[src/design/spm_pkg.sv]
`timescale 1ns / 1ps
package spm_pkg;
	typedef struct packed {
		logic [23:0] utterance_length;
		logic [15:0] band_zero;
		logic [15:0] band_one;
		logic [15:0] band_two;
		logic [15:0] band_three;
		logic        override_valid;
		logic [3:0]  override_tag;
	} in_item_t;

	typedef struct packed {
		logic [3:0]  speaker_tag;
		logic [16:0] confidence;
		logic [2:0]  outcome;
	} out_item_t;

	localparam logic [2:0] OUT_FALLBACK = 3'd0;
	localparam logic [2:0] OUT_OVERRIDE = 3'd1;
	localparam logic [2:0] OUT_MATCHED  = 3'd2;
	localparam logic [2:0] OUT_ENROLLED = 3'd3;
	localparam logic [2:0] OUT_PINNED   = 3'd4;

	localparam logic [1:0] REG_THRESHOLD = 2'd0;
	localparam logic [1:0] REG_MAX_SPK   = 2'd1;
	localparam logic [1:0] REG_MIN_SAMP  = 2'd2;

	localparam logic [16:0] ONE_Q16 = 17'd65536;

	typedef enum logic [1:0] {
		DOP_DIV,
		DOP_SQRT
	} div_op_t;

	typedef struct packed {
		logic    start;
		div_op_t op;
	} div_ctl_t;
endpackage

[src/design/spm_cfg.sv]
`timescale 1ns / 1ps
module spm_cfg (
	input  logic        clk,
	input  logic        arst_n,
	input  logic        psel,
	input  logic        penable,
	input  logic        pwrite,
	input  logic [3:0]  paddr,
	input  logic [31:0] pwdata,
	output logic [31:0] prdata,
	output logic        pready,
	output logic [16:0] match_threshold,
	output logic [2:0]  max_speakers,
	output logic [23:0] min_samples
);
	logic [16:0] thr_q;
	logic [2:0]  cap_q;
	logic [23:0] min_q;
	logic [1:0]  idx;

	assign idx    = paddr[3:2];
	assign pready = 1'b1;

	always_ff @(posedge clk or negedge arst_n) begin
		if (!arst_n) begin
			thr_q <= 17'd49152;
			cap_q <= 3'd2;
			min_q <= 24'd8000;
		end else if (psel && penable && pwrite) begin
			unique case (idx)
				spm_pkg::REG_THRESHOLD: thr_q <= pwdata[16:0];
				spm_pkg::REG_MAX_SPK:   cap_q <= pwdata[2:0];
				spm_pkg::REG_MIN_SAMP:  min_q <= pwdata[23:0];
				default: ;
			endcase
		end
	end

	always_comb begin
		unique case (idx)
			spm_pkg::REG_THRESHOLD: prdata = {15'd0, thr_q};
			spm_pkg::REG_MAX_SPK:   prdata = {29'd0, cap_q};
			spm_pkg::REG_MIN_SAMP:  prdata = {8'd0, min_q};
			default:                prdata = 32'd0;
		endcase
	end

	assign match_threshold = thr_q;
	assign max_speakers    = cap_q;
	assign min_samples     = min_q;
endmodule

[src/design/spm_divsqrt.sv]
`timescale 1ns / 1ps
module spm_divsqrt (
	input  logic             clk,
	input  logic             arst_n,
	input  spm_pkg::div_ctl_t ctl,
	input  logic [47:0]      num,
	input  logic [31:0]      den,
	output logic             done,
	output logic [47:0]      res
);
	logic [47:0] n_q;
	logic [48:0] rem_q;
	logic [47:0] q_q;
	logic [31:0] d_q;
	logic [5:0]  cnt_q;
	logic        busy_q;
	logic        sq_q;
	logic [48:0] rem_sh;
	logic [48:0] trial;
	logic [49:0] s_rem;
	logic [49:0] s_trial;

	assign rem_sh  = {rem_q[47:0], n_q[47]};
	assign trial   = {17'd0, d_q};
	assign s_rem   = {rem_q[47:0], n_q[47:46]};
	assign s_trial = {q_q, 2'b01};

	always_ff @(posedge clk or negedge arst_n) begin
		if (!arst_n) begin
			busy_q <= 1'b0;
			done   <= 1'b0;
			cnt_q  <= 6'd0;
		end else begin
			done <= 1'b0;
			if (ctl.start) begin
				busy_q <= 1'b1;
				sq_q   <= (ctl.op == spm_pkg::DOP_SQRT);
				n_q    <= num;
				d_q    <= den;
				rem_q  <= '0;
				q_q    <= '0;
				cnt_q  <= (ctl.op == spm_pkg::DOP_SQRT) ? 6'd24 : 6'd48;
			end else if (busy_q) begin
				if (sq_q) begin
					n_q <= {n_q[45:0], 2'b00};
					if (s_rem >= s_trial) begin
						rem_q <= 49'(s_rem - s_trial);
						q_q   <= {q_q[46:0], 1'b1};
					end else begin
						rem_q <= s_rem[48:0];
						q_q   <= {q_q[46:0], 1'b0};
					end
				end else begin
					n_q <= {n_q[46:0], 1'b0};
					if (rem_sh >= trial) begin
						rem_q <= rem_sh - trial;
						q_q   <= {q_q[46:0], 1'b1};
					end else begin
						rem_q <= rem_sh;
						q_q   <= {q_q[46:0], 1'b0};
					end
				end
				cnt_q <= cnt_q - 6'd1;
				if (cnt_q == 6'd1) begin
					busy_q <= 1'b0;
					done   <= 1'b1;
				end
			end
		end
	end

	assign res = q_q;
endmodule

[src/design/speaker_profile_matcher_core.sv]
`timescale 1ns / 1ps
// Online nearest-centroid speaker matcher. A short utterance without override skips
// scoring and goes straight to the output as a fallback. Otherwise each stored profile is
// scored in turn, and the override tag search and the stale search take one profile per
// cycle. Training a profile runs four 48-step divisions for the running average, four
// squarings, a 24-step square root and, unless that root is zero, four more divisions
// for renormalization, all on one shared radix-2 unit.
// in_stall is high while an item is in work; a finished result waits in the output
// register, and the next result waits in its final state until that register is taken.
module speaker_profile_matcher_core #(
	parameter int MAX_PROFILES = 4
) (
	input  logic                clk,
	input  logic                arst_n,
	input  logic                psel,
	input  logic                penable,
	input  logic                pwrite,
	input  logic [3:0]          paddr,
	input  logic [31:0]         pwdata,
	output logic [31:0]         prdata,
	output logic                pready,
	input  logic                in_valid,
	output logic                in_stall,
	input  spm_pkg::in_item_t   in_data,
	output logic                out_valid,
	input  logic                out_stall,
	output spm_pkg::out_item_t  out_data
);
	localparam int IW = (MAX_PROFILES > 1) ? $clog2(MAX_PROFILES) : 1;
	localparam int CW = $clog2(MAX_PROFILES + 1);

	typedef enum logic [3:0] {
		S_IDLE, S_SCAN, S_TAGS, S_STALE, S_DECIDE, S_AVG, S_AVGW,
		S_SQ, S_SQRT, S_SQRTW, S_NRM, S_NRMW, S_OUT
	} state_t;

	logic [16:0] thr;
	logic [2:0]  max_spk;
	logic [23:0] min_samp;

	spm_cfg u_cfg (
		.clk(clk), .arst_n(arst_n), .psel(psel), .penable(penable), .pwrite(pwrite),
		.paddr(paddr), .pwdata(pwdata), .prdata(prdata), .pready(pready),
		.match_threshold(thr), .max_speakers(max_spk), .min_samples(min_samp)
	);

	state_t      state_q;
	logic [CW-1:0] count_q;
	logic [3:0]  ptag_q [MAX_PROFILES];
	logic [15:0] cen_q  [MAX_PROFILES][4];
	logic [15:0] scnt_q [MAX_PROFILES];
	logic [31:0] seen_q [MAX_PROFILES];
	logic [31:0] stamp_q;
	logic [3:0]  ltag_q;
	logic [16:0] lconf_q;

	spm_pkg::in_item_t it_q;
	spm_pkg::out_item_t res_q;
	logic        out_valid_q;
	logic [15:0] f_q [4];
	logic [CW-1:0] i_q;
	logic [IW-1:0] best_q, idx_q, st_q;
	logic [16:0] bsim_q;
	logic        have_q, found_q;
	logic [1:0]  b_q;
	logic [31:0] t_q [4];
	logic [47:0] sq_q;
	logic [31:0] norm_q;
	logic [CW-1:0] cap;
	logic [31:0] prod_s1;
	logic [33:0] dot_q;

	spm_pkg::div_ctl_t dctl;
	logic [47:0] dnum;
	logic [31:0] dden;
	logic        ddone;
	logic [47:0] dres;

	spm_divsqrt u_div (
		.clk(clk), .arst_n(arst_n), .ctl(dctl), .num(dnum), .den(dden),
		.done(ddone), .res(dres)
	);

	always_comb begin
		if (max_spk == 3'd0) cap = CW'(1);
		else if (32'(max_spk) > MAX_PROFILES) cap = CW'(MAX_PROFILES);
		else cap = CW'(max_spk);
	end

	logic [IW-1:0] ii;
	logic [15:0]   cn;
	logic [16:0]   dd;
	logic [16:0]   sim;
	logic [33:0]   dsum;
	assign ii  = i_q[IW-1:0];
	assign cn  = scnt_q[idx_q];
	assign dd  = {1'b0, cn} + 17'd1;
	assign dsum = dot_q + 34'(prod_s1);
	assign sim = (dsum[33:16] > 18'd65536) ? spm_pkg::ONE_Q16 : dsum[32:16];

	assign in_stall = (state_q != S_IDLE);
	assign out_valid = out_valid_q;

	always_comb begin
		dctl.start = 1'b0;
		dctl.op    = spm_pkg::DOP_DIV;
		dnum = '0;
		dden = '0;
		if (state_q == S_AVG) begin
			dctl.start = 1'b1;
			dnum = 48'(cen_q[idx_q][b_q]) * 48'(cn) + 48'(f_q[b_q]) + 48'(dd >> 1);
			dden = 32'(dd);
		end else if (state_q == S_SQRT) begin
			dctl.start = 1'b1;
			dctl.op = spm_pkg::DOP_SQRT;
			dnum = sq_q;
		end else if (state_q == S_NRM) begin
			dctl.start = 1'b1;
			dnum = {t_q[b_q], 16'd0} + 48'(norm_q >> 1);
			dden = norm_q;
		end
	end

	logic [2:0] sub_q;

	always_ff @(posedge clk or negedge arst_n) begin
		if (!arst_n) begin
			state_q <= S_IDLE;
			count_q <= '0;
			stamp_q <= '0;
			ltag_q  <= '0;
			lconf_q <= '0;
			out_valid_q <= 1'b0;
		end else begin
			unique case (state_q)
				S_IDLE: if (in_valid) begin
					it_q <= in_data;
					f_q[0] <= in_data.band_zero;
					f_q[1] <= in_data.band_one;
					f_q[2] <= in_data.band_two;
					f_q[3] <= in_data.band_three;
					stamp_q <= stamp_q + 32'd1;
					if (in_data.utterance_length < min_samp && !in_data.override_valid) begin
						res_q <= '{ltag_q, lconf_q, spm_pkg::OUT_FALLBACK};
						state_q <= S_OUT;
					end else begin
						i_q <= '0; have_q <= 1'b0; best_q <= '0; bsim_q <= '0;
						sub_q <= '0; dot_q <= '0;
						state_q <= S_SCAN;
					end
				end
				S_SCAN: begin
					if (i_q >= count_q) begin
						i_q <= '0; found_q <= 1'b0; idx_q <= '0;
						state_q <= S_TAGS;
					end else begin
						if (sub_q != 3'd0) dot_q <= dsum;
						if (sub_q < 3'd4) begin
							prod_s1 <= f_q[sub_q[1:0]] * cen_q[ii][sub_q[1:0]];
							if (sub_q == 3'd0) dot_q <= '0;
							sub_q <= sub_q + 3'd1;
						end else begin
							if (!have_q || sim > bsim_q) begin
								have_q <= 1'b1; bsim_q <= sim; best_q <= ii;
							end
							sub_q <= '0;
							i_q <= i_q + CW'(1);
						end
					end
				end
				S_TAGS: begin
					if (i_q >= count_q || found_q || !it_q.override_valid) begin
						i_q <= CW'(1); st_q <= '0;
						state_q <= S_STALE;
					end else begin
						if (ptag_q[ii] == it_q.override_tag) begin
							found_q <= 1'b1; idx_q <= ii;
						end
						i_q <= i_q + CW'(1);
					end
				end
				S_STALE: begin
					if (i_q >= count_q) state_q <= S_DECIDE;
					else begin
						if (seen_q[ii] < seen_q[st_q]) st_q <= ii;
						i_q <= i_q + CW'(1);
					end
				end
				S_DECIDE: begin
					b_q <= '0;
					if (it_q.override_valid) begin
						res_q <= '{it_q.override_tag, spm_pkg::ONE_Q16,
							spm_pkg::OUT_OVERRIDE};
						ltag_q <= it_q.override_tag; lconf_q <= spm_pkg::ONE_Q16;
						if (found_q) state_q <= S_AVG;
						else begin
							logic [IW-1:0] w;
							state_q <= S_OUT;
							w = (count_q < cap) ? count_q[IW-1:0] : st_q;
							if (count_q < cap) count_q <= count_q + CW'(1);
							ptag_q[w] <= it_q.override_tag;
							for (int k = 0; k < 4; k++) cen_q[w][k] <= f_q[k];
							scnt_q[w] <= 16'd1; seen_q[w] <= stamp_q;
						end
					end else if (have_q && bsim_q >= thr) begin
						res_q <= '{ptag_q[best_q], bsim_q, spm_pkg::OUT_MATCHED};
						ltag_q <= ptag_q[best_q]; lconf_q <= bsim_q;
						idx_q <= best_q;
						state_q <= S_AVG;
					end else if (count_q < cap) begin
						res_q <= '{4'(count_q), spm_pkg::ONE_Q16, spm_pkg::OUT_ENROLLED};
						ltag_q <= 4'(count_q); lconf_q <= spm_pkg::ONE_Q16;
						ptag_q[count_q[IW-1:0]] <= 4'(count_q);
						for (int k = 0; k < 4; k++) cen_q[count_q[IW-1:0]][k] <= f_q[k];
						scnt_q[count_q[IW-1:0]] <= 16'd1;
						seen_q[count_q[IW-1:0]] <= stamp_q;
						count_q <= count_q + CW'(1);
						state_q <= S_OUT;
					end else begin
						res_q <= '{ptag_q[best_q], bsim_q, spm_pkg::OUT_PINNED};
						ltag_q <= ptag_q[best_q]; lconf_q <= bsim_q;
						state_q <= S_OUT;
					end
				end
				S_AVG: state_q <= S_AVGW;
				S_AVGW: if (ddone) begin
					t_q[b_q] <= dres[31:0];
					b_q <= b_q + 2'd1;
					if (b_q == 2'd3) begin
						sq_q <= '0; state_q <= S_SQ;
					end else state_q <= S_AVG;
				end
				S_SQ: begin
					sq_q <= sq_q + 48'(t_q[b_q][15:0]) * 48'(t_q[b_q][15:0]);
					b_q <= b_q + 2'd1;
					if (b_q == 2'd3) state_q <= S_SQRT;
				end
				S_SQRT: state_q <= S_SQRTW;
				S_SQRTW: if (ddone) begin
					norm_q <= dres[31:0];
					b_q <= '0;
					if (dres == '0) begin
						for (int k = 0; k < 4; k++) cen_q[idx_q][k] <= '0;
						if (cn != 16'hFFFF) scnt_q[idx_q] <= cn + 16'd1;
						seen_q[idx_q] <= stamp_q;
						state_q <= S_OUT;
					end else state_q <= S_NRM;
				end
				S_NRM: state_q <= S_NRMW;
				S_NRMW: if (ddone) begin
					cen_q[idx_q][b_q] <= (dres > 48'd65535) ? 16'hFFFF : dres[15:0];
					b_q <= b_q + 2'd1;
					if (b_q == 2'd3) begin
						if (cn != 16'hFFFF) scnt_q[idx_q] <= cn + 16'd1;
						seen_q[idx_q] <= stamp_q;
						state_q <= S_OUT;
					end else state_q <= S_NRM;
				end
				S_OUT: if (!out_valid_q || !out_stall) begin
					out_data <= res_q;
					state_q <= S_IDLE;
				end
				default: state_q <= S_IDLE;
			endcase
			if (state_q == S_OUT && (!out_valid_q || !out_stall)) out_valid_q <= 1'b1;
			else if (!out_stall) out_valid_q <= 1'b0;
		end
	end
endmodule

[config.mk]
export PLATFORM = sky130hd
export DESIGN_NAME = speaker_profile_matcher_core
export DESIGN_NICKNAME = d
export VERILOG_FILES = /design/src/design/spm_pkg.sv /design/src/design/spm_cfg.sv /design/src/design/spm_divsqrt.sv /design/src/design/speaker_profile_matcher_core.sv
export SDC_FILE = /design/constraint.sdc
export NUM_CORES = 2
export LEC_CHECK = 0
export ABC_AREA = 0
export BUFFER_PORTS_ARGS = -buffer_cell sky130_fd_sc_hd__buf_4
export CAP_MARGIN = 20
export CORE_ASPECT_RATIO = 2
export CORE_UTILIZATION = 40
export DETAILED_ROUTE_END_ITERATION = 16
export PLACE_DENSITY = 0.56
export SLEW_MARGIN = 20
export SYNTH_ARGS = -nofsm -noshare
export SYNTH_HDL_FRONTEND = slang
export SYNTH_SLANG_ARGS = --single-unit
[constraint.sdc]
create_clock -name clk -period 13.35 [get_ports clk]
set_input_delay 1.335 -clock clk [delete_from_list [all_inputs] [get_ports clk]]
set_output_delay 1.335 -clock clk [all_outputs]
set_load 0.02 [all_outputs]
==> impl_metrics.py <==
metrics = {
    "worst_setup_path": {
        "startpoint_type": "flop",
        "critical_path_class": "reg -> reg",
        "endpoint_kind": "flop",
        "critPathMaxStageDelay_ns": 0.79,
        "cp.required_ns": 13.86,
        "arrival_ns": 10.47,
        "crit_top_cell": "inv_1",
        "cp_max_fo": 51,
        "critPathSlowestCell": "dfxtp_4",
    },
    "sta": {
        "worstMarginPinSlew_ns": 1.25,
        "post-route-min-period_ns": 9.96,
        "period_share": 0.746,
        "hold_viol": 0,
        "rsz0062_at_grt": "false",
        "drv_slew": 0,
        "tns_ns": 0,
        "maxSlewHeadroom": 0.159,
        "setup_violations": 0,
        "fmax_mhz": 100,
        "fin_skew_ns": 0.0391,
    },
    "global_routing": {
        "grt_first_pass_wirelength_mm": 409,
        "grt_pass1_vias": 66400,
        "grt_use_total": 0.248,
        "grt_max_degree": 94,
        "grt_overflow_total": 0,
        "antenna_found_initial": 8,
    },
    "clock_network": {
        "tritoncts": "done",
        "postCtsSetupBuffers": 0,
        "path_clk_slew_ns": 0.07,
        "postCtsHoldBufs": 0,
        "cts_resized": 0,
        "clock_latency_ns": 0.78,
        "clk_path_buf_depth": 3,
        "cts_sinks": 1190,
        "cts-htree-levels": 3,
        "cts_made_buffers": 110,
        "ctsRootBufferMaster": "clkbuf_16",
    },
    "yosys": {
        "synth-seq-cells": 1190,
        "yosysWarnings": 0,
        "synthTopCellsByArea": "edfxtp_1 (36%), fa_1 (14%), ha_1 (7.9%), mux4_2 (7.2%), inv_1 (5.0%)",
        "synth_top_area_frac": 0.363,
        "synth_common_cells": "inv_1 (1172), edfxtp_1 (1065), nand2_1 (793), fa_1 (620), nor2_1 (592)",
        "ys.flop_type": "edfxtp_1",
        "synth-async-reset-ratio": 0.0950,
        "synth_edf_count": 1065,
        "avgSynthCellArea_um2": 11.1,
        "synth_area_um2": 88100,
        "syn-instance-count": 7912,
        "synth_top_cell_by_area": "edfxtp_1",
        "yosysMostFrequentCell": "inv_1",
        "synthDistinctLibCells": 93,
        "synth_seq_area_share": 0.398,
    },
    "job": {
        "drv_cap": 0,
    },
    "placement": {
        "place_congestion": 0.940,
        "port_buffers": 175,
        "place.detailed.hpwl_mm": 208,
    },
    "min_path": {
        "hold_class": "reg -> reg",
    },
    "routing": {
        "drc": 0,
        "ant_nets": 0,
        "wl_per_cell_um": 25.1,
        "firstDrtPassIters": 8,
        "drtIter0Drc": 3962,
        "vias": 61200,
        "viasPerCell": 5.61,
        "wirelength_mm": 274,
    },
    "floorplan": {
        "fp.dieH_um": 666,
        "die_x_um": 334,
        "die_area_um2": 222000,
        "start_util": 0.402,
        "io-pin-count": 195,
        "core_um2": 219000,
        "rows": 243,
    },
    "layout": {
        "fin_nets": 9308,
        "drive_gt1_frac": 0.114,
        "syn_to_final_growth_pct": 9.76,
    },
    "run_status": {
        "outcome": "completed",
    },
}
==> metal layers <==
layer	global-route usage	vias to the layer above	part of all wire
met4	0.186	2	0.086
met2	0.468	1828	0.54
met3	0.0273	747	0.041
met1	0.248	31100	0.33
li1	-	27500	-
met5	0	-	0.000044
==> state kept, by name (all words and copies together) (netlist names), 32 cells and up, named ones only <==
name         flops
prod_s1         32
norm_q          32
t_q            128
u_div.n_q       48
u_div.rem_q     48
f_q             64
scnt_q          64
cen_q          256
stamp_q         32
sq_q            48
u_div.d_q       32
dot_q           34
seen_q         128
u_div.res       48
==> metrics by stage <==
stage | util | worst slack (ns) | hold slack (ns) | area [um^2] | cells
6_report | 0.442 | 3.39 | 0.412 | 96700 | 10900
3_5_place_dp | 0.424 | 3.20 | 0.406 | 92900 | 10700
3_3_place_gp | 0.424 | 3.28 | 0.403 | 92800 | 10700
2_1_floorplan | - | 4.53 | 0.400 | 88100 | 7919
5_1_grt | 0.442 | 2.91 | 0.426 | 96700 | 10900
4_1_cts | 0.441 | 3.20 | 0.411 | 96600 | 10900
==> cells in the final DEF (no fill, tap or decap), drive strengths merged, types with 18 or more instances in the layout <==
| master | instances |
|---|---|
| nand2b | 57 |
| o21a | 49 |
| xnor2 | 173 |
| nor3 | 95 |
| mux4 | 281 |
| or3 | 21 |
| a21oi | 287 |
| mux2 | 56 |
| xor2 | 119 |
| a211oi | 48 |
| ha | 553 |
| and2 | 151 |
| clkbuf | 140 |
| nor4 | 28 |
| o211ai | 39 |
| nand3 | 95 |
| o22ai | 19 |
| o21ai | 348 |
| a22o | 20 |
| dfrtp | 104 |
| nor2 | 592 |
| mux2i | 133 |
| a21o | 132 |
| clkinv | 40 |
| or2 | 18 |
| nand4 | 55 |
| buf | 306 |
| edfxtp | 1065 |
| a31oi | 30 |
| a221oi | 18 |
| nor2b | 83 |
| o221ai | 22 |
| o21bai | 30 |
| a2111oi | 20 |
| and3 | 52 |
| nand2 | 793 |
| inv | 1181 |
| fa | 620 |
==> cells by family (layout without fill, tap and decap cells) <==
group | after synthesis | after routing | share of synthesized area
and+or+nand+nor | 2077 | 2077 | 0.106
buffers and inverters | 1512 | 1686 | 0.0654
AOI/OAI and AO/OA | 1196 | 1196 | 0.0873
DFF | 1190 | 1190 | 0.398
adders and majority gates | 1173 | 1173 | 0.220
muxes | 470 | 470 | 0.0941
xor gates and xnor gates | 292 | 292 | 0.0291
other | 2 | 13 | 0.0000853
==> cell type report <==
class,count,area (um^2)
Tap cell,2817,3520
Timing Repair Buffer,306,2330
Clock buffer,140,2990
Fill cell,20500,122000
Inverter,1174,4410
Clock inverter,66,805
Multi-Input combinational cell,5217,47500
Sequential cell,1190,35100
Antenna cell,4,10.0
==> final timing paths <==
check / startpoint / to / slack (ns) / cells past startpoint
min reg2reg: res_q[22]$_DFFE_PP_ / out_data[22]$_DFFE_PP_ / 0.41 / 0
max: flop / u_div.n_q[33]$_DFFE_PP_ / 3.39 / 30
max reg2reg: flop / u_div.n_q[33]$_DFFE_PP_ / 3.39 / 30
min: res_q[22]$_DFFE_PP_ / out_data[22]$_DFFE_PP_ / 0.41 / 0
max in group asynchronous: arst_n / lconf_q[10]$_DFFE_PN0P_ / 11.34 / 2
min in group asynchronous: arst_n / u_div.cnt_q[3]$_DFFE_PN0N_ / 0.58 / 1
==> critical path, delay by kind of cell, from the launching register on <==
kind / cells / cell delay, ns
DFF: 1 / 0.79
adders and majority gates: 6 / 2.86
AOI/OAI and AO/OA: 10 / 2.44
muxes: 1 / 0.29
buffers and inverters: 8 / 1.65
and+or+nand+nor: 3 / 0.68
xor gates and xnor gates: 2 / 0.91
Power is not shown: default switching activity piles up to over one toggle a cycle in this logic, so the estimate is an artifact.
